**config.mk**
```make
export PLATFORM = sky130hd
export DESIGN_NAME = box_hit_select_nearest_left_top
export DESIGN_NICKNAME = d
export VERILOG_FILES = /design/src/hw/rtl/bhsnl_pkg.sv /design/src/hw/rtl/bhsnl_select.sv /design/src/hw/rtl/box_hit_select_nearest_left_top.sv
export SDC_FILE = /design/constraint.sdc
export NUM_CORES = 1
export LEC_CHECK = 0
export ABC_CLOCK_PERIOD_IN_PS = 20200
export BUFFER_PORTS_ARGS = -buffer_cell sky130_fd_sc_hd__buf_2
export CAP_MARGIN = 10
export CORE_ASPECT_RATIO = 1.4
export CORE_MARGIN = 8
export CORE_UTILIZATION = 30
export CTS_BUF_LIST = sky130_fd_sc_hd__clkbuf_8
export DETAILED_ROUTE_END_ITERATION = 8
export GPL_ROUTABILITY_DRIVEN = 0
export PLACE_DENSITY = 0.56
export RECOVER_POWER = 100
export SKIP_CTS_REPAIR_TIMING = 1
export SYNTH_ARGS = -nofsm -noshare
export SYNTH_HDL_FRONTEND = slang
export SYNTH_SLANG_ARGS = --single-unit
```
**constraint.sdc**
```tcl
create_clock -name clk -period 20.2 [get_ports clk]
set_clock_uncertainty 0.1 [all_clocks]
set_input_delay 4.04 -clock clk [delete_from_list [all_inputs] [get_ports clk]]
set_output_delay 4.04 -clock clk [all_outputs]
set_load 0.02 [all_outputs]
```
**src/hw/rtl/bhsnl_pkg.sv**
```systemverilog
package bhsnl_pkg;

    // Default coordinate width
    localparam int COORD_BITS_DEF = 15;

    // Decision flags from the hit/select logic to the top level
    typedef struct packed {
        logic hit;   // box holds the midpoint
        logic take;  // box replaces the running choice
    } sel_ctl_t;

endpackage

```
**src/hw/rtl/bhsnl_select.sv**
```systemverilog
module bhsnl_select #(
    parameter int COORD_BITS = bhsnl_pkg::COORD_BITS_DEF
) (
    input  logic [COORD_BITS-1:0] center_x,
    input  logic [COORD_BITS-1:0] center_y,
    input  logic [COORD_BITS-1:0] anchor_x,
    input  logic                  have_best,
    input  logic [COORD_BITS-1:0] best_left,
    input  logic                  present,
    input  logic [COORD_BITS-1:0] box_left,
    input  logic [COORD_BITS-1:0] box_top,
    input  logic [COORD_BITS-1:0] box_right,
    input  logic [COORD_BITS-1:0] box_bottom,
    output bhsnl_pkg::sel_ctl_t   ctl
);

    logic kept_neg;   // anchor - kept.left < 0
    logic new_neg;    // anchor - new.left < 0
    logic new_closer; // new distance <= kept distance

    // Containment test, bounds included
    always_comb
    begin
        ctl.hit = present
                  && (box_left <= center_x) && (box_right >= center_x)
                  && (box_top <= center_y) && (box_bottom >= center_y);
    end

    // Nearest-left choice; with both distances non-negative,
    // dk >= dn reduces to kept.left <= new.left (tie goes to the later box)
    always_comb
    begin
        kept_neg   = anchor_x < best_left;
        new_neg    = anchor_x < box_left;
        new_closer = best_left <= box_left;
        ctl.take   = ctl.hit && (!have_best || kept_neg || (!new_neg && new_closer));
    end

endmodule

```
**src/hw/rtl/box_hit_select_nearest_left_top.sv**
```systemverilog
// Channel  | Handshake            | Payload
// ---------+----------------------+------------------------------------------
// request  | req_valid, req_stall | point_a/b_x/y, rect_*, rect_present, last_rect
// response | rsp_valid, rsp_stall | found, sel_left/top/right/bottom
//
// One request per cycle sustained while req_stall is low; the response for a list
// follows its last request through the input register, then the result register.
// The midpoint adder sits before the input register; the hit compares and the
// nearest-left choice sit between the input and result registers.
// Reset (rst_n low, asynchronous) empties both stages and starts a new list.
// A stalled response holds the result stage; the input stage then holds a
// last request and req_stall rises, while non-last requests keep flowing.
module box_hit_select_nearest_left_top #(
    parameter int COORD_BITS = bhsnl_pkg::COORD_BITS_DEF
) (
    input  logic                  clk,
    input  logic                  rst_n,
    input  logic                  req_valid,
    output logic                  req_stall,
    input  logic [COORD_BITS-1:0] point_a_x,
    input  logic [COORD_BITS-1:0] point_a_y,
    input  logic [COORD_BITS-1:0] point_b_x,
    input  logic [COORD_BITS-1:0] point_b_y,
    input  logic [COORD_BITS-1:0] rect_left,
    input  logic [COORD_BITS-1:0] rect_top,
    input  logic [COORD_BITS-1:0] rect_right,
    input  logic [COORD_BITS-1:0] rect_bottom,
    input  logic                  rect_present,
    input  logic                  last_rect,
    output logic                  rsp_valid,
    input  logic                  rsp_stall,
    output logic                  found,
    output logic [COORD_BITS-1:0] sel_left,
    output logic [COORD_BITS-1:0] sel_top,
    output logic [COORD_BITS-1:0] sel_right,
    output logic [COORD_BITS-1:0] sel_bottom
);

    // Input stage
    logic                  s1_valid_reg;
    logic [COORD_BITS-1:0] s1_cx_reg, s1_cy_reg, s1_ax_reg;
    logic [COORD_BITS-1:0] s1_left_reg, s1_top_reg, s1_right_reg, s1_bottom_reg;
    logic                  s1_present_reg, s1_last_reg;

    // List state
    logic                  mid_list_reg;
    logic [COORD_BITS-1:0] center_x_reg, center_y_reg, anchor_x_reg;
    logic                  have_best_reg;
    logic [COORD_BITS-1:0] best_left_reg, best_top_reg, best_right_reg, best_bottom_reg;

    // Result stage
    logic                  rsp_valid_reg;
    logic                  found_reg;
    logic [COORD_BITS-1:0] sel_left_reg, sel_top_reg, sel_right_reg, sel_bottom_reg;

    logic                  rsp_load;
    logic                  s1_adv;
    logic                  s1_load;
    logic [COORD_BITS:0]   sum_x, sum_y;
    logic [COORD_BITS-1:0] eff_cx, eff_cy, eff_ax;
    logic                  eff_have;
    bhsnl_pkg::sel_ctl_t   ctl;
    logic                  have_next;
    logic [COORD_BITS-1:0] best_left_next, best_top_next, best_right_next, best_bottom_next;

    // Handshake control
    assign rsp_load  = !rsp_valid_reg || !rsp_stall;
    assign s1_adv    = s1_valid_reg && (!s1_last_reg || rsp_load);
    assign s1_load   = req_valid && (!s1_valid_reg || s1_adv);
    assign req_stall = s1_valid_reg && !s1_adv;

    // Midpoint, halves rounded down
    assign sum_x = {1'b0, point_a_x} + {1'b0, point_b_x};
    assign sum_y = {1'b0, point_a_y} + {1'b0, point_b_y};

    always_ff @(posedge clk or negedge rst_n)
    begin
        if (!rst_n)
        begin
            s1_valid_reg <= 1'b0;
        end
        else if (s1_load || s1_adv)
        begin
            s1_valid_reg <= s1_load;
        end
    end

    always_ff @(posedge clk)
    begin
        if (s1_load)
        begin
            s1_cx_reg      <= sum_x[COORD_BITS:1];
            s1_cy_reg      <= sum_y[COORD_BITS:1];
            s1_ax_reg      <= point_a_x;
            s1_left_reg    <= rect_left;
            s1_top_reg     <= rect_top;
            s1_right_reg   <= rect_right;
            s1_bottom_reg  <= rect_bottom;
            s1_present_reg <= rect_present;
            s1_last_reg    <= last_rect;
        end
    end

    // First request of a list supplies the points
    assign eff_cx   = mid_list_reg ? center_x_reg : s1_cx_reg;
    assign eff_cy   = mid_list_reg ? center_y_reg : s1_cy_reg;
    assign eff_ax   = mid_list_reg ? anchor_x_reg : s1_ax_reg;
    assign eff_have = mid_list_reg && have_best_reg;

    bhsnl_select #(
        .COORD_BITS(COORD_BITS)
    ) u_select (
        .center_x  (eff_cx),
        .center_y  (eff_cy),
        .anchor_x  (eff_ax),
        .have_best (eff_have),
        .best_left (best_left_reg),
        .present   (s1_present_reg),
        .box_left  (s1_left_reg),
        .box_top   (s1_top_reg),
        .box_right (s1_right_reg),
        .box_bottom(s1_bottom_reg),
        .ctl       (ctl)
    );

    // Running choice update
    always_comb
    begin
        have_next = eff_have || ctl.take;
        if (ctl.take)
        begin
            best_left_next   = s1_left_reg;
            best_top_next    = s1_top_reg;
            best_right_next  = s1_right_reg;
            best_bottom_next = s1_bottom_reg;
        end
        else
        begin
            best_left_next   = best_left_reg;
            best_top_next    = best_top_reg;
            best_right_next  = best_right_reg;
            best_bottom_next = best_bottom_reg;
        end
    end

    always_ff @(posedge clk or negedge rst_n)
    begin
        if (!rst_n)
        begin
            mid_list_reg  <= 1'b0;
            have_best_reg <= 1'b0;
        end
        else if (s1_adv)
        begin
            mid_list_reg  <= !s1_last_reg;
            have_best_reg <= have_next && !s1_last_reg;
        end
    end

    always_ff @(posedge clk)
    begin
        if (s1_adv)
        begin
            center_x_reg    <= eff_cx;
            center_y_reg    <= eff_cy;
            anchor_x_reg    <= eff_ax;
            best_left_reg   <= best_left_next;
            best_top_reg    <= best_top_next;
            best_right_reg  <= best_right_next;
            best_bottom_reg <= best_bottom_next;
        end
    end

    // Result register
    always_ff @(posedge clk or negedge rst_n)
    begin
        if (!rst_n)
        begin
            rsp_valid_reg <= 1'b0;
        end
        else if (rsp_load)
        begin
            rsp_valid_reg <= s1_adv && s1_last_reg;
        end
    end

    always_ff @(posedge clk)
    begin
        if (rsp_load && s1_adv && s1_last_reg)
        begin
            found_reg      <= have_next;
            sel_left_reg   <= have_next ? best_left_next   : '0;
            sel_top_reg    <= have_next ? best_top_next    : '0;
            sel_right_reg  <= have_next ? best_right_next  : '0;
            sel_bottom_reg <= have_next ? best_bottom_next : '0;
        end
    end

    assign rsp_valid  = rsp_valid_reg;
    assign found      = found_reg;
    assign sel_left   = sel_left_reg;
    assign sel_top    = sel_top_reg;
    assign sel_right  = sel_right_reg;
    assign sel_bottom = sel_bottom_reg;

endmodule

```
==> results.yml, run 1 <==
setup_path:
  crit_chain: "clkbuf_1, mux2i_1, ha_1, a21o_1, a31oi_1, o21ai_0, a31oi_1, o31ai_1, nand3_1, nor2_4, clkbuf_1, clkbuf_1, mux2_2"
  worstPathArrival_ps: 11030
  worstSetupPathType: "flop to flop"
  crit_fanout: 72
  slowest_delay_ps: 2710
  slowest_stage: "clkbuf_1"
  critPathCaptureType: "flop"
  startpoint_type: "flop"
  cp.required_ps: 20430
  critPathMostFrequentCell: "clkbuf_1"
floorplan:
  die_x_um: 198.5
  std_cell_rows: 93
  dieArea_um2: 53890
  die_h_um: 271.5
  ioPinCount: 189
  start_util: 0.3036
  core_um2: 46080
timing:
  rsz0062_at_grt: "no"
  slew_headroom: -1.636
  fin_tns_setup_ps: 0
  setup_viol: 0
  drv_slew: 440
  min_period_over_period: 0.5345
  worst_pin_slew_ps: 3954
  max_freq_mhz: 92.61
  finalCriticalPeriod_ps: 10800
  hold_viol: 0
drt:
  num_vias: 8539
  dr_wl_met3_um: 1429
  drt-wirelength-per-cell_um: 18.56
  antenna_left: 0
  top_layer: "met4"
  dr.pass1.iters: 4
  totalWireLength_um: 34030
  drcViolationCount: 0
  drt-met1-wl_um: 14030
  detail_route.iter0.violations: 337
  wl_met2_um: 17750
  vias_per_cell: 4.656
logic_synthesis:
  synth_area_um2: 13990
  ys.warnings.count: 0
  ys_ff_latch: 277
  synthTopCellsByArea: "edfxtp_1 (59%), ha_1 (12%), a22o_1 (3.8%), mux2i_1 (3.1%), mux2_2 (3.0%)"
  synth_ff_type: "edfxtp_1"
  synth.distinct_cells: 58
  synth_edf_count: 273
  netlist_instances: 959
  avgSynthCellArea_um2: 14.59
  yosysMostFrequentCell: "edfxtp_1"
  synthArstFlopShare: 0.01444
  netlist.top_cell.by_area: "edfxtp_1"
  synth_nets: 1218
  synth-seq-area-share: 0.5932
  synth_commonest_cells: "edfxtp_1 (273), ha_1 (131), inv_1 (74), a22o_1 (60), mux2i_1 (44)"
  synth_top_area_share: 0.5860
cells_and_area:
  stdcell_count: 1834
  drive_gt1_frac: 0.1628
  syn_to_final_growth_pct: 16.04
  fill_cells: 4625
  nets: 1439
cts:
  clock_path_buffers: 3
  tritoncts: "done"
  cts_inserted_buffers: 48
  cts_root_buffer: "clkbuf_8"
  cts.sinks: 277
  cts.reportedPaths.clkPinSlew_ps: 60
  cts-htree-levels: 2
  clock_latency_ps: 620
run_status:
  violations: "capacitance limit, slew limit"
  outcome: "finished, violations left"
global_route:
  grt-ovfl-total: 0
  antenna_found_initial: 1
  grt_pass1_vias: 9105
  track_usage: 0.1249
  grt_pass1_wl_um: 51690
  grt_max_degree: 73
pwr:
  vdd_drop_max_v: 0.00003740
  power_mw: 1.479
  power_density_nw_per_um2: 91.15
  p_leak_nw: 6.509
place:
  place_inst: 1747
  io_buffers: 188
  hpwl_um: 24560
job:
  maxCapViolCount: 8
min_path:
  min_path_type: "flop to flop"
routing by layer:
layer / global-route usage / vias up
met3: 0.02737 / 46
li1: - / 4190
met1: 0.1414 / 4106
met2: 0.2283 / 197
met5: 0 / -
met4: 0.04163 / 0
where the power goes:
part | switching, mW | leakage (nW) | internal (mW) | total, mW
registers | 0.0279 | 2.72 | 0.706 | 0.734
logic | 0.150 | 3.29 | 0.106 | 0.257
clock network | 0.236 | 0.507 | 0.252 | 0.489
kinds of logic after synthesis:
| group | count (synthesis) | synth area share |
|---|---|---|
| AO/OA/AOI/OAI | 200 | 0.1052 |
| buffers and inverters | 99 | 0.03596 |
| adder cells (fa/ha/maj) | 133 | 0.1200 |
| multiplexers | 106 | 0.08676 |
| XOR/XNOR | 22 | 0.01377 |
| flip-flops | 277 | 0.5932 |
| AND/OR/NAND/NOR | 122 | 0.04508 |
path summary, 6_finish.rpt:
check | startpoint | end | slack (ps) | depth (start not counted)
setup / recovery | mid_list_reg | best_bottom_reg[11] | 9400 | 13
min in group asynchronous | rst_n | s1_valid_reg | 3180 | 1
hold reg to reg | have_best_reg | have_best_reg | 420 | 1
setup reg to reg | mid_list_reg | best_bottom_reg[11] | 9400 | 13
max in group asynchronous | rst_n | have_best_reg | 16600 | 1
hold / removal | have_best_reg | have_best_reg | 420 | 1
layout make-up:
cell class	instances	area [µm²]	share of cell area
inverter	74	277.8	0.01711
clock inverter	37	219.0	0.01349
multi-input combinational	583	5124	0.3157
clock buffer	49	674.4	0.04155
sequential	277	8298	0.5112
tap	617	772.0	0.04756
antenna	1	2.502	0.0001542
timing repair buffer	196	864.6	0.05326
placed cells by master, fill, tap and decap left out, types with 5 or more instances in the layout:
master    instances
o31a_1            6
a22o_1           60
mux2_1           40
buf_2           100
nor2_1           21
clkbuf_1         94
inv_1            87
a31oi_1           7
ha_1            131
nand3_1          12
nand2_1          27
a21o_1           17
mux2_2           22
xnor2_1          10
nand4_1          13
or3_1             7
o21ai_0          17
a211oi_1          5
nor3_1           14
o21a_1           12
clkinv_1         12
edfxtp_1        273
clkinv_2          6
nand3b_1          5
a21oi_1          40
xor2_1           12
clkbuf_8         49
mux2i_1          44
critical path, delay by kind of cell, from the launching register on:
family          cells  cell delay [ps]
fa+ha+maj           1              440
flops               1              940
mux                 2              890
compound gates      5             1250
simple gates        2              510
buf+inv             3             6330
per-stage QoR:
stage / hold slack (ps) / utilization / instance area, µm² / setup WS, ps
after floorplan: 381.3 / - / 13990 / 8564
after global placement: 395.1 / 0.3376 / 15560 / 11540
after detailed placement: 409.8 / 0.3376 / 15560 / 11530
after CTS: 422.5 / 0.3570 / 16450 / 11520
after global routing: 435.9 / 0.3523 / 16230 / 8293
final: 421.0 / 0.3523 / 16230 / 9402
No activity file was read; power rests on OpenSTA's default activity.
==> run 2: changes to the inputs <==
Settings changed: ABC_CLOCK_PERIOD_IN_PS 20200 to 11000.
Clock period 20.2 ns to 11 ns, I/O delays scaled along.
==> run 2 against run 1 <==
Compared with the run above: the run still ends with capacitance limit, slew limit left; sequential power up 84%; combinational power up 82%; critical path depth down 9; sequential cell count unchanged; clock-buffer cell count up 2; setup slack worse by 5900 ps; global-route usage up 0.44 points; core utilization up 0.12 points; worst hold slack worse by 1.2 ps; critical path type is now input pin to flop; critical endpoint is now s1_last_reg; largest cell class unchanged; largest power group unchanged.
==> results.yml, run 2 (synthesis results as in run 1) <==
run_status:
  outcome: "finished, violations left"
  violations: "capacitance limit, slew limit"
timing:
  slew_headroom: -1.717
  hold_viol: 0
  finalCriticalPeriod_ps: 7530
  worst_pin_slew_ps: 4075
  rsz0062_at_grt: "no"
  setup_viol: 0
  fin_tns_setup_ps: 0
  drv_slew: 317
  layout_setup_ws_ps: 3470
  hold-worst-slack_ps: 419.8
  max_freq_mhz: 132.8
  min_period_over_period: 0.6846
drt:
  drt-wirelength-per-cell_um: 19.18
  dr.pass1.iters: 4
  antenna_left: 0
  num_vias: 8611
  drcViolationCount: 0
  vias_per_cell: 4.698
  totalWireLength_um: 35160
  detail_route.iter0.violations: 438
place:
  io_buffers: 188
  place_ws_ps: 5027
  hpwl_um: 25870
min_path:
  min_path_cells: 1
  min_path_type: "flop to flop"
setup_path:
  rr_worst_depth: 12
  crit_fanout: 65
  critPathCaptureType: "flop"
  startpoint_type: "input pin"
  worstSetupPathType: "input pin to flop"
  cp.required_ps: 11020
  worstPathArrival_ps: 7550
cells_and_area:
  final_core_util: 0.3535
  syn_to_final_growth_pct: 16.44
  drive_gt1_frac: 0.1654
  fill_cells: 4641
  final_common_cell: "edfxtp_1"
  final_cell_mix: "edfxtp_1 (273), ha_1 (131), buf_2 (101)"
  nets: 1439
pwr:
  vdd_drop_max_v: 0.00007565
  power_mw: 2.772
  power_density_nw_per_um2: 170.2
  p_leak_nw: 6.530
global_route:
  grt_pass1_vias: 9322
  grt_max_degree: 80
  grt-ovfl-total: 0
  grt_pass1_wl_um: 53480
  antenna_found_initial: 1
  track_usage: 0.1293
cts:
  cts-htree-levels: 2
  cts_inserted_buffers: 49
  clock_path_buffers: 3
  clock_latency_ps: 610
  cts_root_buffer: "clkbuf_8"
  cts.sinks: 277
  cts.reportedPaths.clkPinSlew_ps: 60
  tritoncts: "done"
floorplan:
  die_x_um: 198.5
  std_cell_rows: 93
  start_util: 0.3036
  die_h_um: 271.5
  dieArea_um2: 53890
  ioPinCount: 189
  core_um2: 46080
job:
  maxCapViolCount: 6
## run 2: worst paths after layout
kind	slack [ps]	start	endpoint
hold reg to reg	420	have_best_reg	have_best_reg
min in group asynchronous	1420	rst_n	mid_list_reg
setup / recovery	3470	rsp_stall	s1_last_reg
setup reg to reg	3530	mid_list_reg	best_bottom_reg[11]
max in group asynchronous	9040	rst_n	rsp_valid
hold / removal	420	have_best_reg	have_best_reg
## run 2: worst max-delay path, stage by stage
cell	delay (ps)
clkbuf_1	120
nand4_1	130
and2_0	2170
clkbuf_1	2740
## run 2: final cells by class
type,instances,area [µm²],area share
sequential,277,8298,0.5094
antenna,1,2.502,0.0001536
tap,617,772.0,0.04740
clock inverter,35,251.5,0.01544
timing repair buffer,195,865.8,0.05316
inverter,74,277.8,0.01705
multi-input combinational,583,5119,0.3143
clock buffer,51,701.9,0.04309
## run 2: routing by layer
layer	global-route usage	part of all wire	up-vias
met2	0.2337	0.52	168
met5	0	0	-
met4	0.04925	0.031	0
met3	0.02786	0.041	61
met1	0.1464	0.41	4209
li1	-	-	4173
## run 2: stage by stage
stage / instances / instance area (µm²)
final: 1833 / 16290
after global routing: 1833 / 16290
after CTS: 1832 / 16500
after detailed placement: 1746 / 15550
after global placement: 1746 / 15550
after floorplan: 959 / 13990
## run 2: where the power goes
part	total (mW)	leakage (nW)	switching (mW)	internal [mW]
combinational	0.467	3.29	0.274	0.193
clock	0.950	0.522	0.429	0.522
sequential	1.35	2.72	0.0560	1.30
total	2.77	6.53	0.759	2.01
